<file path="src/sv/dts_pkg.sv">
// shared constants, types and character helpers for the document splitter
// no dependencies
`default_nettype none

package dts_pkg;

    localparam int TAG_BUF_DEPTH = 64;
    localparam int CHAR_W        = 21;
    localparam int CNT_W         = 32;
    localparam int FILL_W        = $clog2(TAG_BUF_DEPTH + 1);
    localparam int IDX_W         = $clog2(TAG_BUF_DEPTH);
    localparam int NAME_W        = 4;

    localparam logic [NAME_W-1:0] SHORT_LEN = NAME_W'(3);
    localparam logic [NAME_W-1:0] LONG_LEN  = NAME_W'(8);
    localparam logic [NAME_W-1:0] NAME_CAP  = NAME_W'(9);

    typedef logic [CHAR_W-1:0] char_t;

    localparam char_t CH_LT    = char_t'(8'h3C);
    localparam char_t CH_GT    = char_t'(8'h3E);
    localparam char_t CH_SLASH = char_t'(8'h2F);
    localparam char_t CH_SPACE = char_t'(8'h20);

    typedef struct packed {
        logic accept;
        logic start_tag;
        logic store;
        logic open_name;
        logic close_init;
        logic close_name;
        logic set_long;
        logic restart;
        logic end_clear;
        logic emit_in;
        logic emit_last;
        logic emit_marker;
        logic dump_start;
        logic dump_read;
        logic dump_emit;
    } cmd_t;

    typedef struct packed {
        logic is_space;
        logic is_alnum;
        logic is_lt;
        logic is_gt;
        logic is_slash;
        logic open_doc;
        logic open_long;
        logic close_hit;
        logic dump_last;
        logic out_free;
    } sts_t;

    // letters of DOCUMENT; the first three spell DOC
    function automatic char_t long_name_char(input logic [NAME_W-1:0] pos);
        char_t c;
        case (pos)
            NAME_W'(0): c = char_t'(8'h44);
            NAME_W'(1): c = char_t'(8'h4F);
            NAME_W'(2): c = char_t'(8'h43);
            NAME_W'(3): c = char_t'(8'h55);
            NAME_W'(4): c = char_t'(8'h4D);
            NAME_W'(5): c = char_t'(8'h45);
            NAME_W'(6): c = char_t'(8'h4E);
            NAME_W'(7): c = char_t'(8'h54);
            default:    c = '0;
        endcase
        return c;
    endfunction

    function automatic char_t to_upper(input char_t c);
        char_t u;
        if (c >= char_t'(8'h61) && c <= char_t'(8'h7A))
        begin
            u = c - char_t'(8'h20);
        end
        else
        begin
            u = c;
        end
        return u;
    endfunction

    function automatic logic is_space(input char_t c);
        return (c == CH_SPACE) || (c >= char_t'(9) && c <= char_t'(13));
    endfunction

    function automatic logic is_alnum(input char_t c);
        return (c >= char_t'(8'h30) && c <= char_t'(8'h39))
            || (c >= char_t'(8'h41) && c <= char_t'(8'h5A))
            || (c >= char_t'(8'h61) && c <= char_t'(8'h7A));
    endfunction

endpackage

`default_nettype wire

</file>
<file path="src/sv/dts_stream_if.sv">
// valid/ready channel interfaces for the input and result streams
// depends on dts_pkg for field widths
`default_nettype none

interface dts_in_if;
    logic                        valid;
    logic                        ready;
    logic                        op;
    logic [dts_pkg::CHAR_W-1:0]  in_char;

    modport source  (output valid, output op, output in_char, input ready);
    modport sink    (input valid, input op, input in_char, output ready);
    modport monitor (input valid, input op, input in_char, input ready);
endinterface

interface dts_out_if;
    logic                        valid;
    logic                        ready;
    logic [dts_pkg::CHAR_W-1:0]  out_char;
    logic                        char_valid;
    logic [dts_pkg::CNT_W-1:0]   doc_offset;
    logic                        first_of_doc;
    logic                        last;
    logic                        truncated;
    logic                        tag_clipped;

    modport source  (output valid, output out_char, output char_valid, output doc_offset,
                     output first_of_doc, output last, output truncated, output tag_clipped,
                     input ready);
    modport sink    (input valid, input out_char, input char_valid, input doc_offset,
                     input first_of_doc, input last, input truncated, input tag_clipped,
                     output ready);
    modport monitor (input valid, input out_char, input char_valid, input doc_offset,
                     input first_of_doc, input last, input truncated, input tag_clipped,
                     input ready);
endinterface

`default_nettype wire

</file>
<file path="src/sv/dts_datapath.sv">
// datapath: counters, tag buffer memory, name matching and output register
// depends on dts_pkg; driven by dts_ctrl commands
`default_nettype none

module dts_datapath (
    input  wire logic                       clk,
    input  wire logic                       rst_n,
    input  wire dts_pkg::cmd_t              cmd,
    input  wire dts_pkg::char_t             in_char,
    input  wire logic                       out_ready,
    output dts_pkg::sts_t                   sts,
    output logic                            out_valid,
    output dts_pkg::char_t                  out_char,
    output logic                            char_valid,
    output logic [dts_pkg::CNT_W-1:0]       doc_offset,
    output logic                            first_of_doc,
    output logic                            last,
    output logic                            truncated,
    output logic                            tag_clipped
);
    import dts_pkg::*;

    char_t                tag_mem [TAG_BUF_DEPTH];

    logic [CNT_W-1:0]     char_count_reg,   char_count_next;
    logic [CNT_W-1:0]     search_start_reg, search_start_next;
    logic [FILL_W-1:0]    tag_fill_reg,     tag_fill_next;
    logic [NAME_W-1:0]    name_pos_reg,     name_pos_next;
    logic [1:0]           match_flags_reg,  match_flags_next;
    logic                 open_is_long_reg, open_is_long_next;
    logic                 close_match_reg,  close_match_next;
    logic                 clip_reg,         clip_next;
    logic [IDX_W-1:0]     dump_idx_reg,     dump_idx_next;
    char_t                rd_data_reg;
    logic                 out_valid_reg,    out_valid_next;
    char_t                out_char_reg;
    logic                 char_valid_reg;
    logic [CNT_W-1:0]     doc_offset_reg;
    logic                 first_reg;
    logic                 last_reg;
    logic                 trunc_reg;
    logic                 clipped_reg;

    char_t                upper_char;
    logic                 pos_hit;
    logic [NAME_W-1:0]    close_len;
    logic                 buf_room;
    logic                 mem_we;
    logic [IDX_W-1:0]     mem_waddr;
    logic                 out_load;

    assign upper_char = to_upper(in_char);
    assign pos_hit    = (upper_char == long_name_char(name_pos_reg));
    assign close_len  = open_is_long_reg ? LONG_LEN : SHORT_LEN;
    assign buf_room   = (tag_fill_reg < FILL_W'(TAG_BUF_DEPTH));
    assign mem_we     = cmd.start_tag || (cmd.store && buf_room);
    assign mem_waddr  = cmd.start_tag ? '0 : tag_fill_reg[IDX_W-1:0];
    assign out_load   = cmd.emit_in || cmd.emit_marker || cmd.dump_emit;

    always_comb
    begin
        sts.is_space  = is_space(in_char);
        sts.is_alnum  = is_alnum(in_char);
        sts.is_lt     = (in_char == CH_LT);
        sts.is_gt     = (in_char == CH_GT);
        sts.is_slash  = (in_char == CH_SLASH);
        sts.open_doc  = match_flags_reg[0] && (name_pos_reg == SHORT_LEN);
        sts.open_long = match_flags_reg[1] && (name_pos_reg == LONG_LEN);
        sts.close_hit = close_match_reg && (name_pos_reg == close_len);
        sts.dump_last = ((FILL_W'(dump_idx_reg) + FILL_W'(1)) == tag_fill_reg);
        sts.out_free  = !out_valid_reg || out_ready;
    end

    always_comb
    begin
        char_count_next   = cmd.accept ? char_count_reg + CNT_W'(1) : char_count_reg;
        search_start_next = cmd.restart ? char_count_reg + CNT_W'(1) : search_start_reg;

        tag_fill_next = tag_fill_reg;
        clip_next     = clip_reg;
        if (cmd.start_tag)
        begin
            tag_fill_next = FILL_W'(1);
            clip_next     = 1'b0;
        end
        else if (cmd.store)
        begin
            if (buf_room)
            begin
                tag_fill_next = tag_fill_reg + FILL_W'(1);
            end
            else
            begin
                clip_next = 1'b1;
            end
        end
        else if (cmd.end_clear)
        begin
            tag_fill_next = '0;
            clip_next     = 1'b0;
        end

        name_pos_next = name_pos_reg;
        if (cmd.start_tag || cmd.close_init)
        begin
            name_pos_next = '0;
        end
        else if ((cmd.open_name || cmd.close_name) && (name_pos_reg < NAME_CAP))
        begin
            name_pos_next = name_pos_reg + NAME_W'(1);
        end

        match_flags_next = match_flags_reg;
        if (cmd.start_tag)
        begin
            match_flags_next = 2'b11;
        end
        else if (cmd.open_name)
        begin
            if (!((name_pos_reg < SHORT_LEN) && pos_hit))
            begin
                match_flags_next[0] = 1'b0;
            end
            if (!((name_pos_reg < LONG_LEN) && pos_hit))
            begin
                match_flags_next[1] = 1'b0;
            end
        end

        close_match_next = close_match_reg;
        if (cmd.close_init)
        begin
            close_match_next = 1'b1;
        end
        else if (cmd.close_name && !((name_pos_reg < close_len) && pos_hit))
        begin
            close_match_next = 1'b0;
        end

        open_is_long_next = cmd.set_long ? sts.open_long : open_is_long_reg;

        dump_idx_next = dump_idx_reg;
        if (cmd.dump_start)
        begin
            dump_idx_next = '0;
        end
        else if (cmd.dump_emit)
        begin
            dump_idx_next = dump_idx_reg + IDX_W'(1);
        end

        if (out_load)
        begin
            out_valid_next = 1'b1;
        end
        else if (out_ready)
        begin
            out_valid_next = 1'b0;
        end
        else
        begin
            out_valid_next = out_valid_reg;
        end
    end

    always_ff @(posedge clk or negedge rst_n)
    begin
        if (!rst_n)
        begin
            char_count_reg   <= '0;
            search_start_reg <= '0;
            tag_fill_reg     <= '0;
            name_pos_reg     <= '0;
            match_flags_reg  <= 2'b11;
            open_is_long_reg <= 1'b0;
            close_match_reg  <= 1'b1;
            clip_reg         <= 1'b0;
            dump_idx_reg     <= '0;
            out_valid_reg    <= 1'b0;
        end
        else
        begin
            char_count_reg   <= char_count_next;
            search_start_reg <= search_start_next;
            tag_fill_reg     <= tag_fill_next;
            name_pos_reg     <= name_pos_next;
            match_flags_reg  <= match_flags_next;
            open_is_long_reg <= open_is_long_next;
            close_match_reg  <= close_match_next;
            clip_reg         <= clip_next;
            dump_idx_reg     <= dump_idx_next;
            out_valid_reg    <= out_valid_next;
        end
    end

    // tag buffer
    always_ff @(posedge clk)
    begin
        if (mem_we)
        begin
            tag_mem[mem_waddr] <= in_char;
        end
        if (cmd.dump_read)
        begin
            rd_data_reg <= tag_mem[dump_idx_reg];
        end
    end

    // result payload
    always_ff @(posedge clk)
    begin
        if (out_load)
        begin
            out_char_reg   <= cmd.emit_in ? in_char : (cmd.dump_emit ? rd_data_reg : '0);
            char_valid_reg <= !cmd.emit_marker;
            doc_offset_reg <= search_start_reg;
            first_reg      <= cmd.dump_emit && (dump_idx_reg == '0);
            last_reg       <= cmd.emit_marker || (cmd.emit_in && cmd.emit_last);
            trunc_reg      <= cmd.emit_marker;
            clipped_reg    <= clip_reg;
        end
    end

    assign out_valid    = out_valid_reg;
    assign out_char     = out_char_reg;
    assign char_valid   = char_valid_reg;
    assign doc_offset   = doc_offset_reg;
    assign first_of_doc = first_reg;
    assign last         = last_reg;
    assign truncated    = trunc_reg;
    assign tag_clipped  = clipped_reg;

endmodule

`default_nettype wire

</file>
<file path="src/sv/dts_ctrl.sv">
// controller: tag parsing state machine and tag dump sequencing
// depends on dts_pkg; drives dts_datapath through cmd_t
`default_nettype none

module dts_ctrl (
    input  wire logic           clk,
    input  wire logic           rst_n,
    input  wire logic           in_valid,
    input  wire logic           op,
    input  wire dts_pkg::sts_t  sts,
    output logic                in_ready,
    output dts_pkg::cmd_t       cmd
);
    import dts_pkg::*;

    localparam logic [3:0] PH_SEEK    = 4'd0;
    localparam logic [3:0] PH_OWS     = 4'd1;
    localparam logic [3:0] PH_ONAME   = 4'd2;
    localparam logic [3:0] PH_OREST   = 4'd3;
    localparam logic [3:0] PH_CSEEK   = 4'd4;
    localparam logic [3:0] PH_CSLASH  = 4'd5;
    localparam logic [3:0] PH_CSKIP   = 4'd6;
    localparam logic [3:0] PH_CWS     = 4'd7;
    localparam logic [3:0] PH_CNAME   = 4'd8;
    localparam logic [3:0] PH_CREST   = 4'd9;
    localparam logic [3:0] ST_DUMP_RD = 4'd10;
    localparam logic [3:0] ST_DUMP_WR = 4'd11;

    logic [3:0] state_reg, state_next;
    logic       in_dump;
    logic       accept;

    assign in_dump  = (state_reg inside {ST_DUMP_RD, ST_DUMP_WR});
    assign in_ready = sts.out_free && !in_dump;
    assign accept   = in_valid && in_ready;

    always_comb
    begin
        cmd        = '0;
        cmd.accept = accept;
        state_next = state_reg;

        if (state_reg == ST_DUMP_RD)
        begin
            cmd.dump_read = 1'b1;
            state_next    = ST_DUMP_WR;
        end
        else if (state_reg == ST_DUMP_WR)
        begin
            if (sts.out_free)
            begin
                cmd.dump_emit = 1'b1;
                state_next    = sts.dump_last ? PH_CSEEK : ST_DUMP_RD;
            end
        end
        else if (accept && op)
        begin
            // end of stream
            cmd.emit_marker = (state_reg inside {[PH_CSEEK:PH_CREST]});
            cmd.restart     = 1'b1;
            cmd.end_clear   = 1'b1;
            state_next      = PH_SEEK;
        end
        else if (accept)
        begin
            case (state_reg)
                PH_OWS:
                begin
                    cmd.store = 1'b1;
                    if (!sts.is_space)
                    begin
                        cmd.open_name = 1'b1;
                        state_next    = PH_ONAME;
                    end
                end
                PH_ONAME, PH_OREST:
                begin
                    cmd.store = 1'b1;
                    if (state_reg == PH_ONAME && sts.is_alnum)
                    begin
                        cmd.open_name = 1'b1;
                    end
                    else if (sts.is_gt)
                    begin
                        if (sts.open_doc || sts.open_long)
                        begin
                            cmd.set_long   = 1'b1;
                            cmd.dump_start = 1'b1;
                            state_next     = ST_DUMP_RD;
                        end
                        else
                        begin
                            state_next = PH_SEEK;
                        end
                    end
                    else
                    begin
                        state_next = PH_OREST;
                    end
                end
                PH_CSEEK:
                begin
                    cmd.emit_in = 1'b1;
                    if (sts.is_lt)
                    begin
                        state_next = PH_CSLASH;
                    end
                end
                PH_CSLASH:
                begin
                    cmd.emit_in = 1'b1;
                    if (sts.is_slash)
                    begin
                        cmd.close_init = 1'b1;
                        state_next     = PH_CWS;
                    end
                    else if (!sts.is_space)
                    begin
                        state_next = PH_CSKIP;
                    end
                end
                PH_CSKIP:
                begin
                    cmd.emit_in = 1'b1;
                    if (sts.is_gt)
                    begin
                        state_next = PH_CSEEK;
                    end
                end
                PH_CWS:
                begin
                    cmd.emit_in = 1'b1;
                    if (!sts.is_space)
                    begin
                        cmd.close_name = 1'b1;
                        state_next     = PH_CNAME;
                    end
                end
                PH_CNAME, PH_CREST:
                begin
                    cmd.emit_in = 1'b1;
                    if (state_reg == PH_CNAME && sts.is_alnum)
                    begin
                        cmd.close_name = 1'b1;
                    end
                    else if (sts.is_gt)
                    begin
                        cmd.emit_last = sts.close_hit;
                        cmd.restart   = sts.close_hit;
                        state_next    = sts.close_hit ? PH_SEEK : PH_CSEEK;
                    end
                    else
                    begin
                        state_next = PH_CREST;
                    end
                end
                default:
                begin
                    state_next = PH_SEEK;
                    if (sts.is_lt)
                    begin
                        cmd.start_tag = 1'b1;
                        state_next    = PH_OWS;
                    end
                end
            endcase
        end
    end

    always_ff @(posedge clk or negedge rst_n)
    begin
        if (!rst_n)
        begin
            state_reg <= PH_SEEK;
        end
        else
        begin
            state_reg <= state_next;
        end
    end

endmodule

`default_nettype wire

</file>
<file path="src/sv/doc_tag_stream_splitter.sv">
// document splitter: one character transaction per cycle, results registered on acceptance
// a matching open tag stalls input while its n buffered characters are replayed from the
// tag buffer memory, each character by a registered read, then an output load
// throughput is otherwise limited only by the single output register and downstream ready
// rst_n is asynchronous, active low: parser back to bracket search, counters cleared
// depends on dts_pkg, dts_stream_if, dts_ctrl and dts_datapath
`default_nettype none

module doc_tag_stream_splitter (
    input  wire logic   clk,
    input  wire logic   rst_n,
    dts_in_if.sink      in_stream,
    dts_out_if.source   out_stream
);
    import dts_pkg::*;

    cmd_t cmd;
    sts_t sts;

    dts_ctrl u_ctrl (
        .clk      (clk),
        .rst_n    (rst_n),
        .in_valid (in_stream.valid),
        .op       (in_stream.op),
        .sts      (sts),
        .in_ready (in_stream.ready),
        .cmd      (cmd)
    );

    dts_datapath u_datapath (
        .clk          (clk),
        .rst_n        (rst_n),
        .cmd          (cmd),
        .in_char      (in_stream.in_char),
        .out_ready    (out_stream.ready),
        .sts          (sts),
        .out_valid    (out_stream.valid),
        .out_char     (out_stream.out_char),
        .char_valid   (out_stream.char_valid),
        .doc_offset   (out_stream.doc_offset),
        .first_of_doc (out_stream.first_of_doc),
        .last         (out_stream.last),
        .truncated    (out_stream.truncated),
        .tag_clipped  (out_stream.tag_clipped)
    );

endmodule

`default_nettype wire

</file>
<file path="src/flat_wrapper.sv">
// flat-port wrapper written by rule: the top's interface ports become plain ports
module doc_tag_stream_splitter_flat import dts_pkg::*;
  (clk, rst_n, in_stream_valid, in_stream_op, in_stream_in_char, in_stream_ready, out_stream_valid, out_stream_out_char, out_stream_char_valid, out_stream_doc_offset, out_stream_first_of_doc, out_stream_last, out_stream_truncated, out_stream_tag_clipped, out_stream_ready);
  dts_in_if in_stream_i ();
  dts_out_if out_stream_i ();
  input  wire logic clk;
  input  wire logic rst_n;
  input wire logic [$bits(in_stream_i.valid)-1:0] in_stream_valid;
  input wire logic [$bits(in_stream_i.op)-1:0] in_stream_op;
  input wire logic [$bits(in_stream_i.in_char)-1:0] in_stream_in_char;
  output wire logic [$bits(in_stream_i.ready)-1:0] in_stream_ready;
  output wire logic [$bits(out_stream_i.valid)-1:0] out_stream_valid;
  output wire logic [$bits(out_stream_i.out_char)-1:0] out_stream_out_char;
  output wire logic [$bits(out_stream_i.char_valid)-1:0] out_stream_char_valid;
  output wire logic [$bits(out_stream_i.doc_offset)-1:0] out_stream_doc_offset;
  output wire logic [$bits(out_stream_i.first_of_doc)-1:0] out_stream_first_of_doc;
  output wire logic [$bits(out_stream_i.last)-1:0] out_stream_last;
  output wire logic [$bits(out_stream_i.truncated)-1:0] out_stream_truncated;
  output wire logic [$bits(out_stream_i.tag_clipped)-1:0] out_stream_tag_clipped;
  input wire logic [$bits(out_stream_i.ready)-1:0] out_stream_ready;
  assign in_stream_i.valid = in_stream_valid;
  assign in_stream_i.op = in_stream_op;
  assign in_stream_i.in_char = in_stream_in_char;
  assign in_stream_ready = in_stream_i.ready;
  assign out_stream_valid = out_stream_i.valid;
  assign out_stream_out_char = out_stream_i.out_char;
  assign out_stream_char_valid = out_stream_i.char_valid;
  assign out_stream_doc_offset = out_stream_i.doc_offset;
  assign out_stream_first_of_doc = out_stream_i.first_of_doc;
  assign out_stream_last = out_stream_i.last;
  assign out_stream_truncated = out_stream_i.truncated;
  assign out_stream_tag_clipped = out_stream_i.tag_clipped;
  assign out_stream_i.ready = out_stream_ready;
  doc_tag_stream_splitter u_core (.clk(clk), .rst_n(rst_n), .in_stream(in_stream_i), .out_stream(out_stream_i));
endmodule
</file>
<file path="config.mk">
export PLATFORM = sky130hd
export DESIGN_NAME = doc_tag_stream_splitter_flat
export DESIGN_NICKNAME = d
export VERILOG_FILES = /design/src/sv/dts_pkg.sv /design/src/sv/dts_stream_if.sv /design/src/sv/dts_datapath.sv /design/src/sv/dts_ctrl.sv /design/src/sv/doc_tag_stream_splitter.sv /design/src/flat_wrapper.sv
export SDC_FILE = /design/constraint.sdc
export NUM_CORES = 2
export LEC_CHECK = 0
export BUFFER_PORTS_ARGS = -buffer_cell sky130_fd_sc_hd__buf_2
export CAP_MARGIN = 25
export CORE_MARGIN = 5
export CORE_UTILIZATION = 45
export CTS_CLUSTER_DIAMETER = 150
export CTS_CLUSTER_SIZE = 28
export DETAILED_ROUTE_END_ITERATION = 16
export PLACE_DENSITY_LB_ADDON = 0.3
export RECOVER_POWER = 50
export SYNTH_ARGS = -nofsm -noshare
export SYNTH_HDL_FRONTEND = slang
export SYNTH_HIERARCHICAL = 1
export SYNTH_SLANG_ARGS = --single-unit
</file>
<file path="constraint.sdc">
create_clock -name clk -period 7.2 [get_ports clk]
set_input_delay 1.44 -clock clk [delete_from_list [all_inputs] [get_ports clk]]
set_output_delay 1.44 -clock clk [all_outputs]
set_load 0.05 [all_outputs]
</file>
==> results.yml <==
route:
  drtAntennaViolNets: 0
  drtPass1Iterations: 6
  drc: 0
  num_vias: 28500
  wl_per_cell_um: 29.3
  totalWireLength_um: 138000
  viasPerCell: 6.03
  drt_iter0_markers: 3671
die:
  die-area_um2: 139000
  row_count: 133
  initial_core_util: 0.453
  core_area_um2: 131000
  die_h_um: 373
  die_x_um: 373
  io_pins: 86
min_path:
  hold_start: "u_core/u_datapath/search_start_reg[24]$_DFFE_PN0P_"
  holdPathEnd: "u_core/u_datapath/doc_offset[24]$_DFFE_PP_"
  min_path_cells: 0
  worst_hold_path_type: "register to register"
cells_and_area:
  utilization: 0.490
  register_area_um2: 45000
  top_register: "u_core/u_datapath/tag_mem"
  fin_nets: 2951
  n_fill_cell: 10400
  area_delta_synth_final_pct: 8.30
  largest_reg_flops: 1344
  multi_input_area_um2: 13900
  layout-drive-gt1-share: 0.245
  fin_area_um2: 64400
global_route:
  grt-ovfl-total: 0
  grt_max_degree: 121
  track_usage: 0.195
  grt_pass1_vias: 27800
  grt_pass1_wl_um: 200000
  antenna_found_initial: 11
worst_setup_path:
  cp.required_ps: 7820
  cp.buffers_inverters: 4
  critPathArrivalTime_ps: 6540
  cpPeakStageDelay_ps: 1270
  rrSetupSlack_ps: 1500
  crit_top_cell: "buf_4"
  rr_endpoint: "u_core/u_datapath/tag_mem[19][9]$_DFFE_PP_"
  cp_cell_sequence: "clkbuf_1 > buf_4 > inv_1 > ha_1 > nand3_1 > nor4_1 > o21a_1 > o21ai_0 > o41ai_1 > nand2b_1 > nand4_1 > a21oi_4 > buf_4 > nor2_1 > a21oi_1"
  path_max_fanout: 39
  crit_family: "buffers and inverters"
  rr_startpoint: "u_core/u_ctrl/state_reg[2]$_DFFE_PN0P_"
  r2r_cells: 11
  cp-end-kind: "register"
  path_class: "input pin to register"
  slowest_stage: "clkbuf_1"
  crit_path_start_kind: "input pin"
power_and_ir_drop:
  comb_power_share: 0.154
  power_density_nw_per_um2: 260
  seq_power_share: 0.597
  p_leak_nw: 19.7
  intPower_mw: 12.6
  p_sw_mw: 4.13
  p_clk_frac: 0.249
  ir_drop_mv: 0.199
  swShare: 0.247
  power_mw: 16.7
synthesis:
  yosys-top-cells-area: "edfxtp_1, mux4_2, dfrtp_1, nor2_1, xnor2_1"
  synthArstFlopShare: 0.0601
  synth_top_area_share: 0.719
  avgSynthCellArea_um2: 21.2
  synth_cells: 2802
  synth_flop_cell: "edfxtp_1"
  synth-seq-cells: 1514
  synth_area_um2: 59400
  yosysTopAreaCell: "edfxtp_1"
  yosysSeqAreaShare: 0.757
  synth_common_cells: "edfxtp_1, mux4_2, nor2_1, clkbuf_1, dfrtp_1"
  synth_warnings: 6
  synth_fp_nets: 2846
  synth_cell_types: 72
  synth_edf_count: 1423
  synth_most_common_cell: "edfxtp_1"
job:
  drv_cap: 22
timing:
  final.setup.worst_slack_ps: 1280
  setup_viol: 0
  layout_min_cycle_time_ps: 5920
  max_slew_margin: -1.61
  drv_slew: 1194
  hold_viol: 0
  timing.final.crit_share: 0.822
  worst_pin_slew_ps: 3910
  tns_ps: 0
  skew_ps: 40.6
  fmax_mhz: 169
  rsz0062_at_grt: "no"
clock_tree:
  htreeDepth: 2
  clockBufferDepth: 3
  root_buffer: "clkbuf_16"
  path_clk_slew_ps: 110
  numCtsBuffers: 60
  hold_buffers: 0
  cts_tree: "done"
  cts_repair_resize_count: 0
  post-cts-setup-buffers: 0
  cts_sinks: 1514
  clkLatencyLatePin_ps: 710
place:
  hpwl_um: 85000
  port_buffers: 85
  placedInstanceArea_um2: 62700
  place.gp.congestion: 0.888
  dp_slack_ps: 1230
run_status:
  violations: "max-capacitance violations, max-slew violations"
  status: "finished, violations left"
## area by class of cell
| cell class | instances | area share |
|---|---|---|
| Clock buffer | 111 | 0.0266 |
| Inverter | 26 | 0.00152 |
| Multi-Input combinational cell | 1103 | 0.215 |
| Sequential cell | 1514 | 0.700 |
| Tap cell | 1755 | 0.0341 |
| Clock inverter | 3 | 0.000739 |
| Antenna cell | 2 | 0.0000778 |
| Timing Repair Buffer | 202 | 0.0220 |
## metrics by stage
| stage | std cells | hold slack [ps] |
|---|---|---|
| floorplan | 2802 | 421 |
| detailed placement | 4596 | 438 |
| finish | 4716 | 459 |
| CTS | 4710 | 463 |
| global route | 4714 | 471 |
| global placement | 4580 | 435 |
## cells in the final DEF (no fill, tap or decap), types with 5 or more instances in the layout
master     count
edfxtp_1    1423
mux4_2       420
clkbuf_1     111
nor2_1        88
dfrtp_1       84
nand2_1       81
buf_4         77
nor2_2        63
clkbuf_16     61
xnor2_1       57
a21oi_1       47
a22oi_1       45
buf_2         41
nand3_1       37
xor2_1        27
inv_1         25
nor3_1        22
nand4_1       20
a22o_1        20
ha_1          18
o21ai_0       17
buf_8         16
nor2b_1       13
nor4_1        12
nand2b_1      10
and3_1         8
o31ai_1        6
and2_1         5
or3_1          5
nor3_2         5
and4_1         5
## layer usage
metal	wire length (um)	global-route usage
met5	13	0
met4	3300	0.0476
met3	12300	0.0327
met2	64300	0.298
met1	58500	0.298
## cells by family after synthesis
logic type      synth area share
simple gates              0.0328
flops                      0.757
buf+inv                   0.0127
compound gates            0.0196
mux                        0.161
fa+ha+maj                0.00379
xor+xnor                  0.0124
## power by group through the flow
stage	Combinational, mW	Clock [mW]	Sequential [mW]
finish	2.56	4.17	9.98
global route	2.72	4.60	10.0
CTS	2.59	4.27	9.96
detailed placement	2.58	0	10.2
global placement	2.54	0	10.1
floorplan	1.79	0	10.0
## how the worst max path moves through the flow
stage	from	to	slack, ps	cells after the start
CTS	u_core/u_ctrl/state_reg[2]$_DFFE_PN0P_	u_core/u_datapath/tag_mem[47][16]$_DFFE_PP_	1830	10
finish	in_stream_in_char[5]	u_core/u_datapath/search_start_reg[25]$_DFFE_PN0P_	1280	15
detailed placement	out_stream_ready	u_core/u_datapath/tag_mem[47][9]$_DFFE_PP_	1230	11
global route	in_stream_in_char[5]	u_core/u_datapath/search_start_reg[29]$_DFFE_PN0P_	1020	15
floorplan	out_stream_ready	u_core/u_datapath/tag_mem[33][0]$_DFFE_PP_	1970	10
global placement	out_stream_ready	u_core/u_datapath/tag_mem[55][11]$_DFFE_PP_	1390	11
## worst reg2reg max path, stage by stage, from the launching register on
cell      delay [ps]
dfrtp_1          800
nand3b_1         480
nand3_1          310
inv_1            750
nand2_1          500
nor4_1           350
buf_4            200
nand2b_1         100
nor3b_1          400
nand2_1          500
nor2_2           810
buf_8            240
Power figures use the tool's default switching activity.
